$ cat src/rtl/dol_pkg.sv
// ============================================================================
// dol_pkg
// Shared types and constants of the ordered key list with move-to-front.
// ============================================================================
package dol_pkg;

  localparam int CAPACITY  = 16;
  localparam int KEY_WIDTH = 32;
  // Index and count width: wide enough to hold the capacity itself.
  localparam int IDX_W     = $clog2(CAPACITY + 1);

  typedef logic [KEY_WIDTH-1:0] key_t;
  typedef logic [IDX_W-1:0]     idx_t;

  // Request codes; code 7 is unused and falls to the default arm.
  typedef enum logic [2:0] {
    FN_INS_AT   = 3'd0,
    FN_INS_TOP  = 3'd1,
    FN_INS_BOT  = 3'd2,
    FN_REM_AT   = 3'd3,
    FN_REM_KEY  = 3'd4,
    FN_MOVE_TOP = 3'd5,
    FN_FIND     = 3'd6
  } func_t;

  typedef enum logic [2:0] {
    STAT_DONE   = 3'd0,
    STAT_DUP    = 3'd1,
    STAT_OFFSET = 3'd2,
    STAT_FULL   = 3'd3,
    STAT_NONE   = 3'd4
  } status_t;

  // What a cell loads at the end of the update cycle.
  typedef enum logic [1:0] {
    SEL_HOLD = 2'd0,
    SEL_LOAD = 2'd1,
    SEL_PREV = 2'd2,
    SEL_NEXT = 2'd3
  } sel_t;

  typedef struct packed {
    logic    done;
    status_t status;
    idx_t    found_index;
    idx_t    list_count;
  } result_t;

endpackage

$ cat src/rtl/dol_cell.sv
// ============================================================================
// dol_cell
// One list position: holds a key, compares it against the request key and
// loads the request key or a neighbor's key when told to.
// ============================================================================
module dol_cell (
  input  logic          clk,
  input  dol_pkg::sel_t sel,
  input  dol_pkg::key_t key,
  input  dol_pkg::key_t prev_entry,
  input  dol_pkg::key_t next_entry,
  input  logic          valid,
  output dol_pkg::key_t entry,
  output logic          match
);

  assign match = valid && (entry == key);

  always_ff @(posedge clk) begin
    case (sel)
      dol_pkg::SEL_LOAD: entry <= key;
      dol_pkg::SEL_PREV: entry <= prev_entry;
      dol_pkg::SEL_NEXT: entry <= next_entry;
      default:           entry <= entry;
    endcase
  end

endmodule

$ cat src/rtl/dol_ctrl.sv
// ============================================================================
// dol_ctrl
// Sequencer of the list: latches a request, captures the cell matches, then
// decides status, index and count and tells every cell what to load.
// ============================================================================
module dol_ctrl (
  input  logic                                 clk,
  input  logic                                 rst,
  input  logic                                 start,
  input  logic [2:0]                           func,
  input  dol_pkg::key_t                        item_key,
  input  logic [4:0]                           offset,
  input  logic [dol_pkg::CAPACITY-1:0]         match,
  output logic                                 busy,
  output dol_pkg::key_t                        key,
  output logic [dol_pkg::CAPACITY-1:0]         valid,
  output dol_pkg::sel_t [dol_pkg::CAPACITY-1:0] sel,
  output dol_pkg::result_t                     result
);

  typedef enum logic [1:0] {
    S_IDLE,
    S_CMP,
    S_UPD
  } state_t;

  typedef enum logic [1:0] {
    OP_NONE,
    OP_INS,
    OP_REM,
    OP_MTF
  } op_t;

  state_t                        state;
  logic [2:0]                    cmd_func;
  dol_pkg::key_t                 cmd_key;
  dol_pkg::idx_t                 cmd_offset;
  logic [dol_pkg::CAPACITY-1:0]  match_q;
  dol_pkg::idx_t                 count;

  logic                          hit;
  dol_pkg::idx_t                 first;
  dol_pkg::idx_t                 loc;
  dol_pkg::idx_t                 ins_pos;
  dol_pkg::status_t              status_next;
  dol_pkg::idx_t                 index_next;
  dol_pkg::idx_t                 count_next;
  op_t                           op;
  dol_pkg::idx_t                 op_pos;
  logic [dol_pkg::CAPACITY-1:0]  load_vec;

  assign busy = (state != S_IDLE);
  assign key  = cmd_key;

  always_comb begin
    for (int i = 0; i < dol_pkg::CAPACITY; i++) begin
      valid[i] = (dol_pkg::IDX_W'(i) < count);
    end
  end

  // Lowest matching position; keys are distinct so at most one bit is set.
  always_comb begin
    first = '0;
    for (int i = dol_pkg::CAPACITY - 1; i >= 0; i--) begin
      if (match_q[i]) begin
        first = dol_pkg::IDX_W'(i);
      end
    end
  end

  assign hit = |match_q;
  assign loc = hit ? first : count;

  always_comb begin
    status_next = dol_pkg::STAT_NONE;
    index_next  = '0;
    count_next  = count;
    op          = OP_NONE;
    op_pos      = '0;
    ins_pos     = '0;
    case (dol_pkg::func_t'(cmd_func))
      dol_pkg::FN_INS_AT, dol_pkg::FN_INS_TOP, dol_pkg::FN_INS_BOT: begin
        if (cmd_func == dol_pkg::FN_INS_AT) begin
          ins_pos = cmd_offset;
        end else if (cmd_func == dol_pkg::FN_INS_TOP) begin
          ins_pos = '0;
        end else begin
          ins_pos = count;
        end
        if (ins_pos > count) begin
          status_next = dol_pkg::STAT_OFFSET;
          index_next  = loc;
        end else if (hit) begin
          status_next = dol_pkg::STAT_DUP;
          index_next  = first;
        end else if (count >= dol_pkg::IDX_W'(dol_pkg::CAPACITY)) begin
          status_next = dol_pkg::STAT_FULL;
          index_next  = count;
        end else begin
          status_next = dol_pkg::STAT_DONE;
          index_next  = ins_pos;
          count_next  = count + 1'b1;
          op          = OP_INS;
          op_pos      = ins_pos;
        end
      end
      dol_pkg::FN_REM_AT: begin
        if (cmd_offset < count) begin
          status_next = dol_pkg::STAT_DONE;
          count_next  = count - 1'b1;
          op          = OP_REM;
          op_pos      = cmd_offset;
        end
      end
      dol_pkg::FN_REM_KEY: begin
        index_next = count;
        if (hit) begin
          status_next = dol_pkg::STAT_DONE;
          count_next  = count - 1'b1;
          index_next  = count - 1'b1;
          op          = OP_REM;
          op_pos      = first;
        end
      end
      dol_pkg::FN_MOVE_TOP: begin
        index_next = loc;
        if (hit) begin
          status_next = dol_pkg::STAT_DONE;
          op          = OP_MTF;
          op_pos      = first;
        end
      end
      dol_pkg::FN_FIND: begin
        index_next  = loc;
        status_next = hit ? dol_pkg::STAT_DONE : dol_pkg::STAT_NONE;
      end
      default: begin
        status_next = dol_pkg::STAT_NONE;
      end
    endcase
  end

  // Per-cell load select, only driven in the update cycle.
  always_comb begin
    for (int i = 0; i < dol_pkg::CAPACITY; i++) begin
      sel[i] = dol_pkg::SEL_HOLD;
      if (state == S_UPD) begin
        case (op)
          OP_INS: begin
            if (dol_pkg::IDX_W'(i) == op_pos) begin
              sel[i] = dol_pkg::SEL_LOAD;
            end else if (dol_pkg::IDX_W'(i) > op_pos) begin
              sel[i] = dol_pkg::SEL_PREV;
            end
          end
          OP_REM: begin
            if ((dol_pkg::IDX_W'(i) >= op_pos) && (i < dol_pkg::CAPACITY - 1)) begin
              sel[i] = dol_pkg::SEL_NEXT;
            end
          end
          OP_MTF: begin
            if (i == 0) begin
              sel[i] = dol_pkg::SEL_LOAD;
            end else if (dol_pkg::IDX_W'(i) <= op_pos) begin
              sel[i] = dol_pkg::SEL_PREV;
            end
          end
          default: sel[i] = dol_pkg::SEL_HOLD;
        endcase
      end
      load_vec[i] = (sel[i] == dol_pkg::SEL_LOAD);
    end
  end

  always_ff @(posedge clk) begin
    if (rst) begin
      state       <= S_IDLE;
      count       <= '0;
      result.done <= 1'b0;
    end else begin
      result.done <= 1'b0;
      case (state)
        S_IDLE: begin
          if (start) begin
            state <= S_CMP;
          end
        end
        S_CMP: begin
          state <= S_UPD;
        end
        S_UPD: begin
          state              <= S_IDLE;
          count              <= count_next;
          result.done        <= 1'b1;
          result.status      <= status_next;
          result.found_index <= index_next;
          result.list_count  <= count_next;
        end
        default: state <= S_IDLE;
      endcase
    end
  end

  // Payload registers.
  always_ff @(posedge clk) begin
    if ((state == S_IDLE) && start) begin
      cmd_func   <= func;
      cmd_key    <= item_key;
      cmd_offset <= offset;
    end
    if (state == S_CMP) begin
      match_q <= match;
    end
  end

  a_count_bound: assert property (@(posedge clk) disable iff (rst)
    count <= dol_pkg::IDX_W'(dol_pkg::CAPACITY))
    else $error("list count above capacity");

  a_done_after_upd: assert property (@(posedge clk) disable iff (rst)
    result.done |-> $past(state == S_UPD))
    else $error("result strobe without an update cycle");

  a_accept_seq: assert property (@(posedge clk) disable iff (rst)
    (start && !busy) |=> (state == S_CMP))
    else $error("accepted word did not enter the compare cycle");

  a_count_step: assert property (@(posedge clk) disable iff (rst)
    (state == S_UPD) |=> (count == $past(count)) || (count == $past(count) + 1'b1)
                         || (count == $past(count) - 1'b1))
    else $error("count moved by more than one");

  a_one_load: assert property (@(posedge clk) disable iff (rst)
    $countones(load_vec) <= 1)
    else $error("more than one cell loads the request key");

endmodule

$ cat src/rtl/dedup_ordered_list.sv
// ============================================================================
// dedup_ordered_list
// Fixed-capacity ordered list of distinct keys with move-to-front.
// ============================================================================
// A request word is accepted when start is high while busy is low. It then
// passes through a compare state and an update state: in the compare state
// every cell compares its key with the request key and the match vector is
// registered; in the update state the sequencer turns the matches into
// status, index and count and each cell holds, takes a neighbor's key or
// loads the request key at the closing clock edge. The result word appears
// for exactly one cycle with done high, in the cycle after that update, and
// the receiver cannot hold it off; busy is already low in that cycle, so a
// new word may be accepted then. The block thus takes a new word only once
// the last one has passed through the compare and update states, paced by
// the registered match vector that separates the compare and shift steps
// of the cell chain. Entries are never cleared; only positions below the
// count are ever compared or reported, so no clearing pass follows reset.
module dedup_ordered_list (
  input  logic                        clk,
  input  logic                        rst,
  input  logic                        start,
  output logic                        busy,
  input  logic [2:0]                  func,
  input  logic [dol_pkg::KEY_WIDTH-1:0] item_key,
  input  logic [4:0]                  offset,
  output logic                        done,
  output logic [2:0]                  status,
  output logic [dol_pkg::IDX_W-1:0]   found_index,
  output logic [dol_pkg::IDX_W-1:0]   list_count
);

  dol_pkg::key_t                          key;
  dol_pkg::key_t [dol_pkg::CAPACITY-1:0]  entry;
  logic [dol_pkg::CAPACITY-1:0]           match;
  logic [dol_pkg::CAPACITY-1:0]           valid;
  dol_pkg::sel_t [dol_pkg::CAPACITY-1:0]  sel;
  dol_pkg::result_t                       result;

  // Sequencer: owns the count and decides what each cell does.
  dol_ctrl u_ctrl (
    .clk      (clk),
    .rst      (rst),
    .start    (start),
    .func     (func),
    .item_key (item_key),
    .offset   (offset),
    .match    (match),
    .busy     (busy),
    .key      (key),
    .valid    (valid),
    .sel      (sel),
    .result   (result)
  );

  // The chain of cells. The top cell never takes from above and the bottom
  // cell never takes from below, so those ends feed back their own key.
  for (genvar g = 0; g < dol_pkg::CAPACITY; g++) begin : g_cell
    dol_cell u_cell (
      .clk        (clk),
      .sel        (sel[g]),
      .key        (key),
      .prev_entry ((g == 0) ? entry[g] : entry[(g == 0) ? 0 : g - 1]),
      .next_entry ((g == dol_pkg::CAPACITY - 1) ? entry[g]
                   : entry[(g == dol_pkg::CAPACITY - 1) ? g : g + 1]),
      .valid      (valid[g]),
      .entry      (entry[g]),
      .match      (match[g])
    );
  end

  assign done        = result.done;
  assign status      = result.status;
  assign found_index = result.found_index;
  assign list_count  = result.list_count;

endmodule

$ cat config.mk
export PLATFORM = sky130hd
export DESIGN_NAME = dedup_ordered_list
export DESIGN_NICKNAME = d
export VERILOG_FILES = /design/src/rtl/dol_pkg.sv /design/src/rtl/dol_cell.sv /design/src/rtl/dol_ctrl.sv /design/src/rtl/dedup_ordered_list.sv
export SDC_FILE = /design/constraint.sdc
export NUM_CORES = 1
export LEC_CHECK = 0
export BUFFER_PORTS_ARGS = -buffer_cell sky130_fd_sc_hd__buf_4
export CAP_MARGIN = 0
export CORE_UTILIZATION = 30
export CTS_CLUSTER_SIZE = 8
export DETAILED_ROUTE_END_ITERATION = 10
export PLACE_DENSITY = 0.48
export SLEW_MARGIN = 20
export SYNTH_ARGS = -nofsm -noshare
export SYNTH_HDL_FRONTEND = slang
export SYNTH_SLANG_ARGS = --single-unit
$ cat constraint.sdc
create_clock -name clk -period 9.55 [get_ports clk]
set_clock_uncertainty 0.15 [all_clocks]
set_input_delay 0.955 -clock clk [delete_from_list [all_inputs] [get_ports clk]]
set_output_delay 0.955 -clock clk [all_outputs]
set_load 0.03 [all_outputs]
## Word-level counts from Yosys, hierarchy flattened

Index checks and enable logic that the tools add are counted.

| word-level totals | value |
|---|---|
| bits of input ports | 43 |
| logic and storage cells | 388 |
| RAM bits | 0 |
| bits in registers | 589 |
| output and inout port bits | 15 |
| memories | 0 |
| bits in latches | 0 |
| bits in read-only memories | 0 |

| cells by class | value |
|---|---|
| multiply operators | 0 |
| reduce and logical (&&, ||, !) cells | 43 |
| equality and inequality tests | 89 |
| bitwise logic cells | 1 |
| div/mod/pow operators | 0 |
| multiplexer cells | 162 |
| magnitude comparators | 65 |
| add/sub/neg operators | 2 |
| shift-type cells | 0 |

Operators by type and width:

| operator | count |
|---|---|
| $pmux 32 s3 | 14 |
| $eq 32x32->1 | 16 |
| $mux 2 | 85 |
| $mux 5 | 32 |
| $pmux 32 s2 | 2 |
| $pmux 2 s3 | 15 |
| $eq 2x2->1 const B | 33 |
| $pmux 5 s3 | 3 |
| $reduce_bool 3->1 | 14 |
| $eq 4x5->1 const A | 8 |
| $gt 4x5->1 const A | 8 |
| $le 4x5->1 const A | 8 |
| $lt 4x5->1 const A | 8 |
| $eq 2x1->1 const B | 18 |
| $ge 4x5->1 const A | 7 |
| $eq 3x5->1 const A | 4 |
| $ge 3x5->1 const A | 4 |
| $gt 3x5->1 const A | 4 |
| $le 3x5->1 const A | 4 |
| $lt 3x5->1 const A | 4 |
| $logic_and 1x1->1 | 17 |
| $reduce_or 16->1 | 1 |
| $mux 14 | 1 |
| $mux 3 | 4 |
| other kinds (32) | 48 |

## Depth between registers and ports, before layout

| depth | value |
|---|---|
| depth after elaboration | 25 |
| mapped depth | 19 |
| mapped depth without buffers | 15 |

## By module

From an unflattened synthesis, not the netlist that was laid out.

| second synthesis, totals | value |
|---|---|
| cell total of the unflattened synthesis | 3398 |
| area total of the unflattened synthesis | 36149.7 um2 |

Modules (own cells, without submodules):

| module | instances | area an instance (um2) | cells each | sequential area each (um2) |
|---|---|---|---|---|
| dol_cell | 16 | 1978.1 | 184 | 960.9 |
| dol_ctrl | 1 | 4499.3 | 454 | 2232.1 |

## Worst setup path after synthesis

OpenSTA, ideal clock, no wires.

| timing | value |
|---|---|
| path kind | register to register |
| start point | register u_ctrl.cmd_func[1] |
| end point | register g_cell[9].u_cell.entry[0], enable pin |
| data arrival time | 5790 ps |
| period minus slack after synthesis | 6406 ps |
| path buffers | 2 |
| library setup time | 466 ps |
| stages on the path, launching flop included | 15 |
| required time | 8934 ps |
| setup slack | 3144 ps |
| cell sequence | edfxtp_1 or2_2 clkbuf_1 nand2_1 o21ai_0 ha_1 nand2b_1 a211o_1 a21o_1 a211oi_2 nand2_1 or4_1 o2bb2ai_2 buf_6 o21ai_0 |

| between the ends | value |
|---|---|
| longest elaborated chain between the ends | 15 |
| elaborated cells on any way between the ends | 35 |
| those cells by class | order compare: 4; eq/ne: 12; mux: 15; reduce/logical: 4 |

RTL lines:

| element | line | RTL |
|---|---|---|
| start: declaration | dol_ctrl.sv:35 | `logic [2:0] cmd_func;` |
| start signal: assignment | dol_ctrl.sv:207 | `cmd_func <= func;` |
| branches (longest 11 deep; another with $gt 5x5->1) | n/a |  |
| $pmux 2 s3 * | dol_ctrl.sv:148 | `case (op)` |
| $mux 2 * | dol_ctrl.sv:147 | `if (state == S_UPD) begin` |
| $eq 2x1->1 / $eq 2x2->1 (equally long branches) | dol_cell.sv:20 | `case (sel)` |
| $reduce_bool 3->1 (no source line) * | n/a |  |
| end signal: assignment | dol_cell.sv:21 | `dol_pkg::SEL_LOAD: entry <= key;` |
| end signal: assignment | dol_cell.sv:22 | `dol_pkg::SEL_PREV: entry <= prev_entry;` |
| end signal: assignment | dol_cell.sv:23 | `dol_pkg::SEL_NEXT: entry <= next_entry;` |
| end: declaration | dol_cell.sv:13 | `output dol_pkg::key_t entry,` |

Mark *: on every way between the ends. The select of a mux whose other input is x is not followed.
A chain may end at the register's enable or synchronous reset.

## Worst setup path in the final report

| timing | value |
|---|---|
| start point | register u_ctrl.cmd_func[1] |
| end point | register g_cell[5].u_cell.entry[13], enable pin |

| between the ends | value |
|---|---|
| longest elaborated chain between the ends | 15 |
| elaborated cells on any way between the ends | 35 |
| those cells by class | order compare: 4; eq/ne: 12; mux: 15; reduce/logical: 4 |

RTL lines:

| element | line |
|---|---|
| branches (longest 11 deep; another with $gt 5x5->1) | n/a |
| $pmux 2 s3 * | dol_ctrl.sv:148 |
| $mux 2 * | dol_ctrl.sv:147 |
| $eq 2x1->1 / $eq 2x2->1 (equally long branches) | dol_cell.sv:20 |
| $reduce_bool 3->1 (no source line) * | n/a |
| end signal: assignment | dol_cell.sv:21 |
| end signal: assignment | dol_cell.sv:22 |
| end signal: assignment | dol_cell.sv:23 |
| end: declaration | dol_cell.sv:13 |

Marked as above.

==> flow_summary.toml <==
[setup_path]
r2r_cells = 13
reg2reg_to = "g_cell[5].u_cell.entry[13]"
end_kind = "flip-flop"
crit_required_ns = 9.65
critPathKind = "flip-flop to flip-flop"
worstReg2RegStart = "u_ctrl.cmd_func[1]"
cp.arrival_ns = 6.22
regToRegSetupSlack_ns = 3.43
start_kind = "flip-flop"
crit_fanout = 33

[sta]
finalSetupViolCount = 0
slew_headroom_pct = 16.4
slew_viol_final = 0
fmax_mhz = 163
finalCritPeriodShare_pct = 64.1
fin_crit_ns = 6.12
rsz0062_at_grt = "no"
tightest_slew_ns = 1.22
fin_ws_ns = 3.43
finalSetupTns_ns = 0
finalHoldViolCount = 0

[place]
dp_worst_setup_slack_ns = 3.42
portBuffers = 57
post-dp-hpwl_mm = 96.1
dp_cells = 4698
place_congestion = 0.887

[synth]
netlist_area_mm2 = 0.0361
ys.flop_type = "edfxtp_1"
async_reset_ff_share_pct = 0
yosysTopAreaCell = "edfxtp_1"
ys_types = 82
synth_warnings = 0
synth.avg_cell_area_um2 = 11.1
synth_area_leaders = "edfxtp_1, mux2i_1, mux2_2"
yosys_register_bits = 589
syn_inst = 3240
synth_edf_count = 581
netlist_top_cells_count = "edfxtp_1, mux2i_1, xor2_1, xnor2_1, nor2_1"
syn_nets = 3296
yosysSeqAreaShare_pct = 48.8
synth.most_common_cell = "edfxtp_1"
yosysTopAreaCellShare_pct = 48.3

[worst_hold_path]
hold_depth = 1
hp-class = "input port to flip-flop"
whs_endpoint = "u_ctrl.key[13]"
worstHoldStart = "item_key[13]"

[layout]
num-fill-cells = 11700
layout-drive-gt1-share_pct = 16.8
fin_util_pct = 34.2
n_antenna_cell = 0
fin_nets = 3242
finalNonFillerCells = 4805
syn_to_final_growth_pct = 12.6

[floorplanning]
core_area_mm2 = 0.119
start_util_pct = 30.4
die_h_um = 349
dieArea_mm2 = 0.122
rows = 126
ios = 58
die-width_um = 349

[clocking]
htreeDepth = 3
clkTransAtPathRegs_ns = 0.06
cts_setup_buffers = 0
cts_resized = 0
numCtsBuffers = 84
cts_tree = "done"
clock_path_buffers = 3
clk_latency_ns = 0.65
cts.hold.buffers_added = 0
cts_num_sinks = 589
cts_root_buffer = "clkbuf_16"

[global_routing]
grt_pass1_wl_mm = 196
grt_usage_pct = 22.2
grt_pass1_vias = 25100
grt_max_degree = 67
grt_overflow = 0
antenna_found_initial = 3

[drt]
drc = 0
drt_wl_total_mm = 138
dr.pass1.iters = 5
vias = 26500
ant_nets = 0
drtIter0Drc = 3196
wl_per_cell_um = 28.7
viasPerCell = 5.51

[run]
maxCapViolations = 0

[status]
status = "complete, no violations"

[power]
p_per_area_mw_per_mm2 = 160
ir_drop_uv = 126
power_leakage_nw = 14.0
==> flip-flops by register name (all words and copies together), names as in the netlist <==
signal	cells
g_cell.u_cell.entry	512
u_ctrl.cmd_func	3
u_ctrl.cmd_offset	5
u_ctrl.count	5
u_ctrl.key	32
u_ctrl.match_q	16
u_ctrl.result	14
u_ctrl.state	2
==> per-layer routing <==
metal,GRT usage (%),up-vias,share of wire (%)
li1,-,11800,-
met1,32.7,13300,46
met2,34.0,1176,44
met3,3.30,180,7.7
met4,5.02,6,1.8
met5,0,-,0.023
==> worst max-delay path: stages (launching register included) <==
cell       delay [ns]
edfxtp_1         0.55
or2_2            0.41
o21ai_0          0.54
ha_1             0.23
nand2b_1         0.06
a211o_1          0.32
o2bb2ai_1        0.30
a32o_1           0.51
nor3_2           0.60
o21ai_1          0.26
nor2_4           0.93
nor2_1           0.18
a21oi_4          0.19
buf_4            0.44
==> metrics by stage <==
step / hold WS (ns) / total power [mW] / cell area, µm²
3_3_place_gp: 0.425 / 3.71 / 38300
2_1_floorplan: 0.417 / 3.48 / 36100
5_1_grt: 0.317 / 6.68 / 40700
4_1_cts: 0.300 / 6.54 / 40600
3_5_place_dp: 0.414 / 3.72 / 38300
6_report: 0.328 / 6.49 / 40700
==> worst max path at each step <==
stage                  startpoint                    endpoint  slack (ns)
2_1_floorplan  u_ctrl.cmd_func[1]   g_cell[9].u_cell.entry[0]        3.14
3_3_place_gp   u_ctrl.cmd_func[1]   g_cell[1].u_cell.entry[5]        3.53
3_5_place_dp   u_ctrl.cmd_func[1]  g_cell[1].u_cell.entry[28]        3.42
4_1_cts        u_ctrl.cmd_func[1]  g_cell[1].u_cell.entry[29]        3.41
5_1_grt        u_ctrl.cmd_func[2]  g_cell[5].u_cell.entry[13]        3.05
6_report       u_ctrl.cmd_func[1]  g_cell[5].u_cell.entry[13]        3.43
==> power breakdown <==
group          leakage, nW  total (mW)  switching, mW  internal (mW)
sequential            5.33        2.92         0.0353           2.88
clock                 1.13        2.81           1.17           1.64
combinational         7.53       0.761          0.474          0.287
total                 14.0        6.49           1.68           4.81
==> cell families after synthesis <==
group | share of synthesized area [%]
muxes | 15.1
DFF | 48.8
AOI/OAI and AO/OA | 10.4
xor gates and xnor gates | 12.5
and+or+nand+nor | 8.87
buffers and inverters | 3.92
adders and majority gates | 0.450
==> area by class of cell <==
type / instances / area, µm² / share of cell area, %
sequential: 589 / 17600 / 43.3
multi-input combinational: 2334 / 17400 / 42.9
clock buffer: 99 / 2220 / 5.47
tap: 1600 / 2000 / 4.92
timing repair buffer: 160 / 1240 / 3.05
clock inverter: 6 / 85.1 / 0.209
inverter: 17 / 63.8 / 0.157
==> cells in the final DEF (no fill, tap or decap), drive strengths merged, types with 4 or more instances in the layout <==
| cell | synthesis | layout |
|---|---|---|
| a31oi | 46 | 46 |
| inv | 15 | 17 |
| dfxtp | 8 | 8 |
| o22ai | 100 | 100 |
| and3 | 4 | 4 |
| nand2b | 9 | 9 |
| nor3 | 19 | 19 |
| or3 | 4 | 4 |
| o221ai | 5 | 5 |
| xor2 | 259 | 259 |
| a2111oi | 5 | 5 |
| a221oi | 4 | 4 |
| nand4 | 73 | 73 |
| a211oi | 8 | 8 |
| mux2 | 252 | 252 |
| o211ai | 4 | 4 |
| ha | 13 | 13 |
| nor2b | 5 | 5 |
| a21o | 6 | 6 |
| clkbuf | 189 | 99 |
| a21oi | 197 | 197 |
| clkinv | 2 | 5 |
| o21ai | 171 | 171 |
| o21a | 5 | 5 |
| o211a | 4 | 4 |
| nor2 | 240 | 240 |
| buf | 111 | 160 |
| xnor2 | 257 | 257 |
| a2bb2oi | 32 | 32 |
| or4 | 8 | 8 |
| nor4 | 87 | 87 |
| edfxtp | 581 | 581 |
| and2 | 8 | 8 |
| nand2 | 171 | 171 |
| o31ai | 4 | 4 |
| nand3 | 33 | 33 |
| mux2i | 262 | 262 |
No activity file was read; power rests on OpenSTA's default activity.
